## src/sv/cba_pkg.sv

```systemverilog
// shared types, codes and helpers for the contiguous block allocator
// no dependencies; used by cba_ctrl, cba_datapath and the top level
package cba_pkg;

  localparam int KEY_W      = 64;
  localparam int START_W    = 6;
  localparam int LEN_W      = 7;
  localparam int STATUS_W   = 3;
  localparam int SLOT_W     = 5;
  localparam int MAP_W      = 64;
  localparam int IN_DATA_W  = 80;
  localparam int OUT_DATA_W = 72;

  localparam logic OP_ALLOC  = 1'b0;
  localparam logic OP_DELETE = 1'b1;

  typedef enum logic [STATUS_W-1:0] {
    ST_OK       = 3'd0,
    ST_RANGE    = 3'd1,
    ST_BUSY     = 3'd2,
    ST_FULL     = 3'd3,
    ST_NOTFOUND = 3'd4
  } status_t;

  typedef enum logic [1:0] {
    SLOT_NONE,
    SLOT_ALLOC,
    SLOT_SCAN
  } slot_sel_t;

  // controller to datapath
  typedef struct packed {
    logic      load_req;
    logic      calc_mask;
    logic      alloc_commit;
    logic      scan_start;
    logic      scan_read;
    logic      scan_next;
    logic      free_commit;
    logic      res_load;
    status_t   res_status;
    slot_sel_t res_slot_sel;
  } cmd_t;

  // datapath to controller
  typedef struct packed {
    logic range_bad;
    logic busy;
    logic full;
    logic scan_end;
    logic hit;
    logic out_busy;
  } stat_t;

  // bit i set when first <= i < first + len
  function automatic logic [MAP_W-1:0] run_mask(input logic [START_W-1:0] first,
                                                input logic [LEN_W-1:0] len);
    logic [MAP_W-1:0] m;
    logic [7:0]       run_end;
    run_end = 8'(first) + 8'(len);
    for (int i = 0; i < MAP_W; i++) begin
      m[i] = (8'(i) >= 8'(first)) && (8'(i) < run_end);
    end
    return m;
  endfunction

endpackage

```

## src/sv/contiguous_block_allocator.sv

```systemverilog
// top level of the contiguous block allocator: stream ports, sequencer and datapath
// depends on cba_pkg, cba_ctrl and cba_datapath
//
// Keeps a bit map of BLOCKS storage blocks and a directory of ENTRIES file slots.
// An allocate word claims block_count blocks from start_block and appends an
// entry in the next unused slot (slots are never reused); it is turned away as
// out of range (zero length or run past the last block), busy (any block of the
// run already taken) or directory full, in that order, and a turned-away request
// changes nothing. A delete word frees the run of the lowest live slot whose key
// matches and retires the slot, or reports not found. Every request word gives
// exactly one result word with the status, the slot and the map after the
// request. One request is worked at a time. An allocate goes from acceptance
// to result through accept, run mask, then decide and write back. A delete
// walks the directory memory through its single registered read port, reading
// and then comparing one entry at a time from slot 0; a miss ends once all used
// slots are read, used being the number of slots handed out so far. The
// result sits in an output register, so the next request is taken while the
// last result still waits; a result that cannot be written stalls the sequencer.
// Reset is synchronous and needs no clearing pass.
module contiguous_block_allocator #(
  parameter int BLOCKS  = 64,
  parameter int ENTRIES = 32
) (
  input  logic                              clk,
  input  logic                              rst,
  // request stream
  input  logic                              s_axis_tvalid,
  output logic                              s_axis_tready,
  input  logic [cba_pkg::IN_DATA_W-1:0]     s_axis_tdata,  // name_key, start_block, block_count
  input  logic                              s_axis_tuser,  // opcode
  // result stream
  output logic                              m_axis_tvalid,
  input  logic                              m_axis_tready,
  output logic [cba_pkg::OUT_DATA_W-1:0]    m_axis_tdata   // status, slot, block_map
);
  import cba_pkg::*;

  cmd_t  cmd;
  stat_t stat;

  logic [KEY_W-1:0]    in_key;
  logic [START_W-1:0]  in_start;
  logic [LEN_W-1:0]    in_len;
  logic [STATUS_W-1:0] res_status;
  logic [SLOT_W-1:0]   res_slot;
  logic [MAP_W-1:0]    res_map;

  // unpack the request word, lowest field first
  assign in_key   = s_axis_tdata[KEY_W-1:0];
  assign in_start = s_axis_tdata[KEY_W +: START_W];
  assign in_len   = s_axis_tdata[KEY_W + START_W +: LEN_W];

  // result word: status in the low bits, then slot, then the full map
  assign m_axis_tdata = {res_map, res_slot, res_status};

  cba_ctrl u_ctrl (
    .clk       (clk),
    .rst       (rst),
    .req_valid (s_axis_tvalid),
    .req_op    (s_axis_tuser),
    .req_ready (s_axis_tready),
    .stat      (stat),
    .cmd       (cmd)
  );

  cba_datapath #(
    .BLOCKS  (BLOCKS),
    .ENTRIES (ENTRIES)
  ) u_datapath (
    .clk        (clk),
    .rst        (rst),
    .cmd        (cmd),
    .stat       (stat),
    .in_key     (in_key),
    .in_start   (in_start),
    .in_len     (in_len),
    .res_valid  (m_axis_tvalid),
    .res_ready  (m_axis_tready),
    .res_status (res_status),
    .res_slot   (res_slot),
    .res_map    (res_map)
  );

endmodule

```

## src/sv/cba_ctrl.sv

```systemverilog
// request sequencer: allocate check/commit and directory scan for delete
// depends on cba_pkg for command and status structs
module cba_ctrl (
  input  logic            clk,
  input  logic            rst,
  input  logic            req_valid,
  input  logic            req_op,
  output logic            req_ready,
  input  cba_pkg::stat_t  stat,
  output cba_pkg::cmd_t   cmd
);
  import cba_pkg::*;

  typedef enum logic [2:0] {
    S_IDLE,
    S_MASK,
    S_DECIDE,
    S_SCAN_RD,
    S_SCAN_CMP,
    S_FREE
  } state_t;

  state_t state, state_next;

  assign req_ready = (state == S_IDLE);

  always_comb begin
    cmd        = '0;
    state_next = state;
    unique case (state)
      S_IDLE: begin
        if (req_valid) begin
          cmd.load_req = 1'b1;
          if (req_op == OP_DELETE) begin
            cmd.scan_start = 1'b1;
            state_next     = S_SCAN_RD;
          end else begin
            state_next = S_MASK;
          end
        end
      end
      S_MASK: begin
        cmd.calc_mask = 1'b1;
        state_next    = S_DECIDE;
      end
      S_DECIDE: begin
        if (!stat.out_busy) begin
          cmd.res_load = 1'b1;
          state_next   = S_IDLE;
          priority if (stat.range_bad) begin
            cmd.res_status = ST_RANGE;
          end else if (stat.busy) begin
            cmd.res_status = ST_BUSY;
          end else if (stat.full) begin
            cmd.res_status = ST_FULL;
          end else begin
            cmd.res_status   = ST_OK;
            cmd.res_slot_sel = SLOT_ALLOC;
            cmd.alloc_commit = 1'b1;
          end
        end
      end
      S_SCAN_RD: begin
        if (stat.scan_end) begin
          if (!stat.out_busy) begin
            cmd.res_load   = 1'b1;
            cmd.res_status = ST_NOTFOUND;
            state_next     = S_IDLE;
          end
        end else begin
          cmd.scan_read = 1'b1;
          state_next    = S_SCAN_CMP;
        end
      end
      S_SCAN_CMP: begin
        if (stat.hit) begin
          state_next = S_FREE;
        end else begin
          cmd.scan_next = 1'b1;
          state_next    = S_SCAN_RD;
        end
      end
      S_FREE: begin
        if (!stat.out_busy) begin
          cmd.free_commit  = 1'b1;
          cmd.res_load     = 1'b1;
          cmd.res_status   = ST_OK;
          cmd.res_slot_sel = SLOT_SCAN;
          state_next       = S_IDLE;
        end
      end
      default: state_next = S_IDLE;
    endcase
  end

  always_ff @(posedge clk) begin
    if (rst) begin
      state <= S_IDLE;
    end else begin
      state <= state_next;
    end
  end

endmodule

```

## src/sv/cba_datapath.sv

```systemverilog
// occupancy map, directory memory, live bits, slot counter and result register
// depends on cba_pkg for widths, codes, structs and run_mask
module cba_datapath #(
  parameter int BLOCKS  = 64,
  parameter int ENTRIES = 32
) (
  input  logic                          clk,
  input  logic                          rst,
  input  cba_pkg::cmd_t                 cmd,
  output cba_pkg::stat_t                stat,
  input  logic [cba_pkg::KEY_W-1:0]     in_key,
  input  logic [cba_pkg::START_W-1:0]   in_start,
  input  logic [cba_pkg::LEN_W-1:0]     in_len,
  output logic                          res_valid,
  input  logic                          res_ready,
  output logic [cba_pkg::STATUS_W-1:0]  res_status,
  output logic [cba_pkg::SLOT_W-1:0]    res_slot,
  output logic [cba_pkg::MAP_W-1:0]     res_map
);
  import cba_pkg::*;

  localparam int IDX_W   = $clog2(ENTRIES);
  localparam int CNT_W   = $clog2(ENTRIES + 1);
  localparam int ENTRY_W = KEY_W + START_W + LEN_W;

  // request registers
  logic [KEY_W-1:0]   key_q;
  logic [START_W-1:0] start_q;
  logic [LEN_W-1:0]   len_q;

  logic [BLOCKS-1:0]  occ_map;
  logic [BLOCKS-1:0]  occ_map_next;
  logic [BLOCKS-1:0]  mask_q;
  logic               range_bad_q;
  logic [ENTRIES-1:0] live;
  logic [CNT_W-1:0]   used_cnt;
  logic [CNT_W-1:0]   scan_idx;

  logic [ENTRY_W-1:0] entry_mem [ENTRIES];
  logic [ENTRY_W-1:0] rd_entry;
  logic [KEY_W-1:0]   rd_key;
  logic [START_W-1:0] rd_start;
  logic [LEN_W-1:0]   rd_len;
  logic [BLOCKS-1:0]  free_mask;
  logic [7:0]         run_end;
  logic [SLOT_W-1:0]  slot_pick;

  assign rd_key    = rd_entry[ENTRY_W-1 -: KEY_W];
  assign rd_start  = rd_entry[LEN_W +: START_W];
  assign rd_len    = rd_entry[LEN_W-1:0];
  assign free_mask = BLOCKS'(run_mask(rd_start, rd_len));
  assign run_end   = 8'(start_q) + 8'(len_q);

  assign stat.range_bad = range_bad_q;
  assign stat.busy      = |(occ_map & mask_q);
  assign stat.full      = (used_cnt == CNT_W'(ENTRIES));
  assign stat.scan_end  = (scan_idx >= used_cnt);
  assign stat.hit       = live[scan_idx[IDX_W-1:0]] && (rd_key == key_q);
  assign stat.out_busy  = res_valid && !res_ready;

  always_comb begin
    occ_map_next = occ_map;
    if (cmd.alloc_commit) begin
      occ_map_next = occ_map | mask_q;
    end else if (cmd.free_commit) begin
      occ_map_next = occ_map & ~free_mask;
    end
  end

  always_comb begin
    unique case (cmd.res_slot_sel)
      SLOT_ALLOC: slot_pick = SLOT_W'(used_cnt[IDX_W-1:0]);
      SLOT_SCAN:  slot_pick = SLOT_W'(scan_idx[IDX_W-1:0]);
      default:    slot_pick = '0;
    endcase
  end

  // request, mask and result registers
  always_ff @(posedge clk) begin
    if (cmd.load_req) begin
      key_q   <= in_key;
      start_q <= in_start;
      len_q   <= in_len;
    end
    if (cmd.calc_mask) begin
      mask_q      <= BLOCKS'(run_mask(start_q, len_q));
      range_bad_q <= (len_q == '0) || (run_end > 8'(BLOCKS));
    end
    if (cmd.res_load) begin
      res_status <= cmd.res_status;
      res_slot   <= slot_pick;
      res_map    <= MAP_W'(occ_map_next);
    end
  end

  // directory memory, one write and one registered read port
  always_ff @(posedge clk) begin
    if (cmd.alloc_commit) begin
      entry_mem[used_cnt[IDX_W-1:0]] <= {key_q, start_q, len_q};
    end
    if (cmd.scan_read) begin
      rd_entry <= entry_mem[scan_idx[IDX_W-1:0]];
    end
  end

  always_ff @(posedge clk) begin
    if (rst) begin
      occ_map   <= '0;
      live      <= '0;
      used_cnt  <= '0;
      scan_idx  <= '0;
      res_valid <= 1'b0;
    end else begin
      occ_map <= occ_map_next;
      if (cmd.alloc_commit) begin
        live[used_cnt[IDX_W-1:0]] <= 1'b1;
        used_cnt                  <= used_cnt + 1'b1;
      end
      if (cmd.free_commit) begin
        live[scan_idx[IDX_W-1:0]] <= 1'b0;
      end
      if (cmd.scan_start) begin
        scan_idx <= '0;
      end else if (cmd.scan_next) begin
        scan_idx <= scan_idx + 1'b1;
      end
      if (cmd.res_load) begin
        res_valid <= 1'b1;
      end else if (res_ready) begin
        res_valid <= 1'b0;
      end
    end
  end

endmodule
```

## config.mk

```make
export PLATFORM = sky130hd
export DESIGN_NAME = contiguous_block_allocator
export DESIGN_NICKNAME = d
export VERILOG_FILES = /design/src/sv/cba_pkg.sv /design/src/sv/contiguous_block_allocator.sv /design/src/sv/cba_ctrl.sv /design/src/sv/cba_datapath.sv
export SDC_FILE = /design/constraint.sdc
export NUM_CORES = 2
export LEC_CHECK = 0
export BUFFER_PORTS_ARGS = -buffer_cell sky130_fd_sc_hd__buf_2
export CAP_MARGIN = 30
export CORE_UTILIZATION = 56
export DETAILED_ROUTE_END_ITERATION = 10
export GPL_TIMING_DRIVEN = 1
export PLACE_DENSITY = 0.72
export SYNTH_ARGS = -nofsm -noshare
export SYNTH_HDL_FRONTEND = slang
export SYNTH_SLANG_ARGS = --single-unit
```

## constraint.sdc

```tcl
create_clock -name clk -period 7.6 [get_ports clk]
set_input_delay 0.76 -clock clk [delete_from_list [all_inputs] [get_ports clk]]
set_output_delay 0.76 -clock clk [all_outputs]
set_load 0.01 [all_outputs]
```

Word-level counts from Yosys, hierarchy flattened:

Memory sizes are Yosys's and may differ from the RTL's. A register that Yosys moved wholly into a read port is not among the register bits.
Cells that the tools add are included.

* register bits after elaboration: 326
* output and inout bits: 74
* bits in writable memories: 2464
* memories: 1
* input bits: 85
* word-level logic and storage cells: 484

* magnitude comparators: 260
* reductions and logical operators: 138
* muxes and demuxes: 50
* eq/ne operators: 10
* bitwise gates (word level): 7
* $add $sub $neg: 4

Memories
* u_datapath.entry_mem: depth 32, bits a word 77, rd ports 1, clocked after Yosys merged registers in 1, write ports 1, line cba_datapath.sv:39 `logic [ENTRY_W-1:0] entry_mem [ENTRIES];`

Operators by type and width (count)
* $lt A6 B8 Y1 const A: 64
* $ge A6 B6 Y1 const A: 62
* $lt A5 B8 Y1 const A: 32
* $ge A5 B6 Y1 const A: 32
* $logic_and A1 B1 Y1: 130
* $and A64 B64 Y64: 2
* $lt A4 B8 Y1 const A: 16
* $mux W64: 2
* $ge A4 B6 Y1 const A: 16
* $mux W32: 3
* $eq A64 B64 Y1: 1
* $lt A3 B8 Y1 const A: 8
* $not A64 Y64: 1
* $or A64 B64 Y64: 1
* $reduce_or A64 Y1: 1
* $ge A3 B6 Y1 const A: 8
* $and A32 B32 Y32: 1
* $lt A1 B8 Y1 const A: 4
* $lt A2 B8 Y1 const A: 4
* $not A32 Y32: 1
* $or A32 B32 Y32: 1
* $ge A1 B6 Y1 const A: 4
* $ge A2 B6 Y1 const A: 4
* $mux W1: 24
* 30 further kinds: 47

Depth between registers and ports, before layout:

* word-level depth: 10
* gate-level depth with buffers: 13
* depth with buffers taken out: 10

Modules after synthesis:

A second synthesis with hierarchy kept.

* cells, all modules: 5200
* area total of the unflattened synthesis: 109491.3 um^2

By module, submodules not included
* cba_datapath: cells an instance 5155, instances 1, area an instance 109154.7 um^2, seq. area each 84911.4 um^2
* cba_ctrl: cells an instance 45, instances 1, area an instance 336.6 um^2, seq. area each 60.1 um^2

Least setup slack after synthesis:

OpenSTA, ideal clock, no wires.

* path type: register to register
* from: register u_datapath.scan_idx[0]
* to: register u_datapath.rd_entry[0], read port of u_datapath.entry_mem, enable pin
* required time: 7.084 ns
* setup time: 0.516 ns
* path buffers: 4
* cell stages (with the launch flop): 12
* arrival: 5.753 ns
* clock period less this slack: 6.269 ns
* slack: 1.331 ns
* cell sequence: dfxtp_1 -> buf_2 -> buf_2 -> buf_2 -> buf_1 -> inv_1 -> ha_1 -> nand2b_1 -> a21o_1 -> a21oi_1 -> o211ai_1 -> nor2_1

RTL lines
* from (decl): line cba_datapath.sv:37 `logic [CNT_W-1:0] scan_idx;`
* from (signal assigned): line cba_datapath.sv:125 `scan_idx <= scan_idx + 1'b1;`
* to (decl): line cba_datapath.sv:40 `logic [ENTRY_W-1:0] rd_entry;`

Worst setup path after layout:

* from: register u_datapath.mask_q[27]
* to: memory u_datapath.entry_mem[8][31] (netlist name), enable pin

* longest elaborated chain between the ends: 8

RTL lines
* from (decl): line cba_datapath.sv:33 `logic [BLOCKS-1:0] mask_q;`
* from (signal assigned): line cba_datapath.sv:86 `mask_q <= BLOCKS'(run_mask(start_q, len_q));`
* $and A64 B64 Y64: line cba_datapath.sv:55 `assign stat.busy = |(occ_map & mask_q);`
* $reduce_or A64 Y1: line cba_datapath.sv:55
* $mux W1: line cba_ctrl.sv:52 `end else if (stat.busy) begin`
* $mux W1: line cba_ctrl.sv:50 `priority if (stat.range_bad) begin`
* $mux W1: line cba_ctrl.sv:47 `if (!stat.out_busy) begin`
* $mux W1: line cba_ctrl.sv:30 `unique case (state)`
* $mux W1: line cba_datapath.sv:98 `if (cmd.alloc_commit) begin`
* $mux W1 (implied by the code): line cba_datapath.sv:99 `entry_mem[used_cnt[IDX_W-1:0]] <= {key_q, start_q, len_q};`
* to (decl): line cba_datapath.sv:39

Every way passes these cells.

==> reports/qor.csv <==
metric;value;unit
gp_congestion;0.937;
fin_setup_tns;0;ps
tightest_slew;1210;ps
antenna_left;0;
n_fill_cell;12526;
core-area;0.193;mm^2
htree_levels;5;
power_density;266;mW/mm^2
portBuffers;155;
rsz0062_at_grt;false;
drt_wl_total;288000;um
num_vias;57322;
syn-num-nets;5335;
status;complete, no violations;
period_needed;5230;ps
timing.max_cap.violations;0;
ys_async_sr_fraction;0;%
slew_headroom;18.3;%
synthCells;5220;
die_h;444;um
cp_slowest_cell;or4_1;
synth_cell_types;71;
required;8130;ps
ys.flop_type;edfxtp_1;
drv_slew;0;
antenna_found_initial;5;
drtIter0Drc;8637;
initial_core_util;56.7;%
drc;0;
rr_endpoint;u_datapath.entry_mem[8][31];
fmax;0.191;GHz
seq_area_frac_synth;77.6;%
setup_violations;0;
critPathTopFamily;simple AND/OR/NAND/NOR gates;
drtPass1Iterations;8;
worst_ep_arrival_time;5760;ps
grt_start_max_net_pins;147;
r2r_start;u_datapath.mask_q[27];
hold_start;s_axis_tdata[21];
period_share;68.8;%
synth_edf_count;2755;
critPathBufInv;2;
pin_count;159;
fin_ws;2370;ps
multi_input_area;0.0235;mm^2
cts_num_sinks;2867;
clk_pin_slew;60;ps
ys_warn_count;0;
grt_use_total;29.2;%
nets;5710;
holdPathEnd;u_datapath.key_q[21];
wl_per_cell;34.6;um
start_kind;register;
hold_depth;1;
dp_slack;2420;ps
cts_tree;built;
clock_tree.root_cell;clkbuf_16;
clockBufferDepth;4;
synth_area_per_cell;21.0;um^2
fp.dieArea;0.197;mm^2
overflow;0;
p_leak;38.1;nW
slowest_delay;750;ps
numCtsBuffers;299;
hold_viol;0;
r2r_slack;2370;ps
netlist_area;0.110;mm^2
hold_class;input pin to register;
drive_above_1_share;24.1;%
routed_via_density;6.88;
worstPathCellList;a22o_1 -> a221oi_1 -> nand4_1 -> or4_1 -> nor2_4 -> nand2_1 -> nor2_4 -> buf_4 -> buf_4;
r2r_cells;9;
dp_hpwl;143000;um
critical_path_class;register to register;
regArea;0.0850;mm^2
fp.dieW;444;um
rows;161;
end_kind;register;
yosys_register_bits;2867;
skew;68.3;ps
path_max_fanout;33;
grt_pass1_vias;56543;
cts_setup_buffers;0;
worstSkewPairLatency;960;ps
area_growth;13.2;%
vdd_drop_max;0.219;mV
grt_pass1_wl;409000;um
## synthesized netlist by cell type (all sizes together), types with 12 or more instances
cell | instances | share of area (%)
edfxtp | 2755 | 76
mux4 | 624 | 13
a22oi | 319 | 2.2
clkbuf | 200 | 0.69
nor2 | 169 | 0.64
a21oi | 119 | 0.55
dfxtp | 112 | 2.0
buf | 100 | 0.45
nand2 | 96 | 0.33
nand4 | 89 | 0.51
xor2 | 71 | 0.57
nor3 | 69 | 0.32
a221oi | 49 | 0.44
a211oi | 47 | 0.32
o21ai | 41 | 0.19
nor2b | 39 | 0.22
a22o | 33 | 0.26
a31oi | 32 | 0.18
ha | 28 | 0.32
inv | 23 | 0.079
nor4 | 23 | 0.13
nand3 | 17 | 0.078
and2 | 15 | 0.086
o21a | 13 | 0.089
a21o | 12 | 0.082
## per-stage QoR
step | instance area [um^2] | cells | hold slack (ps) | util, % | power (mW)
after CTS | 124000 | 8325 | 1.90 | 64.1 | 33.0
after global placement | 114000 | 7756 | 447 | 59.0 | 19.2
final | 124000 | 8332 | 44.8 | 64.1 | 32.9
after global routing | 124000 | 8330 | 23.1 | 64.1 | 33.7
after detailed placement | 114000 | 7765 | 453 | 59.1 | 19.3
after floorplan | 110000 | 5220 | 436 | - | 18.7
## where the power goes
group | internal (mW) | switching, mW
registers | 17.7 | 0.188
clock network | 8.17 | 5.79
logic | 0.301 | 0.809
total | 26.1 | 6.78
## repair_timing
item	4_1_cts	5_1_grt
endpoints found under the hold margin	50	0
hold buffers	50	0
resized for setup	0	0
## flip-flops by register name (all words and copies together), names as in the netlist, 7 cells and up
register              cells
u_datapath.entry_mem   2464
u_datapath.rd_entry      77
u_datapath.key_q         64
u_datapath.mask_q        64
u_datapath.occ_map       64
u_datapath.res_map       64
u_datapath.live          32
u_datapath.len_q          7
## cell families after synthesis
| logic type | synth area share [%] |
|---|---|
| flip-flops | 77.6 |
| AO/OA/AOI/OAI | 4.70 |
| multiplexers | 12.9 |
| AND/OR/NAND/NOR | 2.66 |
| buffers and inverters | 1.22 |
| XOR/XNOR | 0.656 |
| adder cells (fa/ha/maj) | 0.356 |
## layer usage
| metal | GRT usage (%) | share of wire, % |
|---|---|---|
| met1 | 41.2 | 37 |
| met2 | 46.1 | 48 |
| met3 | 5.56 | 11 |
| met4 | 10.8 | 3.8 |
| met5 | 0 | 0.012 |
## area by class of cell
class | count | area share, %
repair buffers | 374 | 2.49
inverters | 25 | 0.0757
clock inverters | 132 | 0.961
clock buffers | 378 | 6.43
multi-input cells | 2028 | 19.0
diodes | 2 | 0.00404
well taps | 2526 | 2.55
flip-flops and latches | 2867 | 68.5
## placed cells by master (no fill, tap or decap), types with 17 or more instances in the layout
| cell type | netlist | routed |
|---|---|---|
| o21ai_0 | 40 | 40 |
| a221oi_1 | 41 | 41 |
| a31oi_1 | 32 | 32 |
| a22oi_1 | 319 | 319 |
| a21oi_1 | 118 | 118 |
| clkinv_2 | 0 | 34 |
| a211oi_1 | 47 | 47 |
| clkbuf_1 | 200 | 68 |
| xor2_1 | 71 | 71 |
| nand4_1 | 89 | 89 |
| ha_1 | 28 | 28 |
| bufinv_16 | 0 | 23 |
| dlygate4sd3_1 | 0 | 50 |
| nand2_1 | 96 | 96 |
| clkinv_1 | 2 | 66 |
| nor2_1 | 160 | 133 |
| buf_12 | 0 | 30 |
| nor4_1 | 23 | 20 |
| nor2_4 | 9 | 36 |
| nor3_1 | 69 | 67 |
| nor2b_1 | 39 | 39 |
| buf_2 | 75 | 154 |
| nand3_1 | 17 | 17 |
| a22o_1 | 33 | 33 |
| edfxtp_1 | 2755 | 2755 |
| dfxtp_1 | 112 | 110 |
| buf_4 | 2 | 129 |
| mux4_2 | 624 | 624 |
| inv_1 | 23 | 23 |
| clkbuf_16 | 0 | 307 |
## worst max path at each step
| stage | startpoint | to | slack, ps | depth (start not counted) |
|---|---|---|---|---|
| 2_1_floorplan | u_datapath.scan_idx[0] | u_datapath.rd_entry[0] | 1330 | 11 |
| 3_3_place_gp | u_datapath.mask_q[29] | u_datapath.entry_mem[28][25] | 2320 | 8 |
| 3_5_place_dp | u_datapath.mask_q[29] | u_datapath.entry_mem[0][32] | 2420 | 8 |
| 4_1_cts | u_datapath.mask_q[27] | u_datapath.entry_mem[0][14] | 2380 | 8 |
| 5_1_grt | u_datapath.mask_q[26] | u_datapath.entry_mem[8][13] | 2210 | 9 |
| 6_report | u_datapath.mask_q[27] | u_datapath.entry_mem[8][31] | 2370 | 9 |
(Power assumes the default switching activity.)
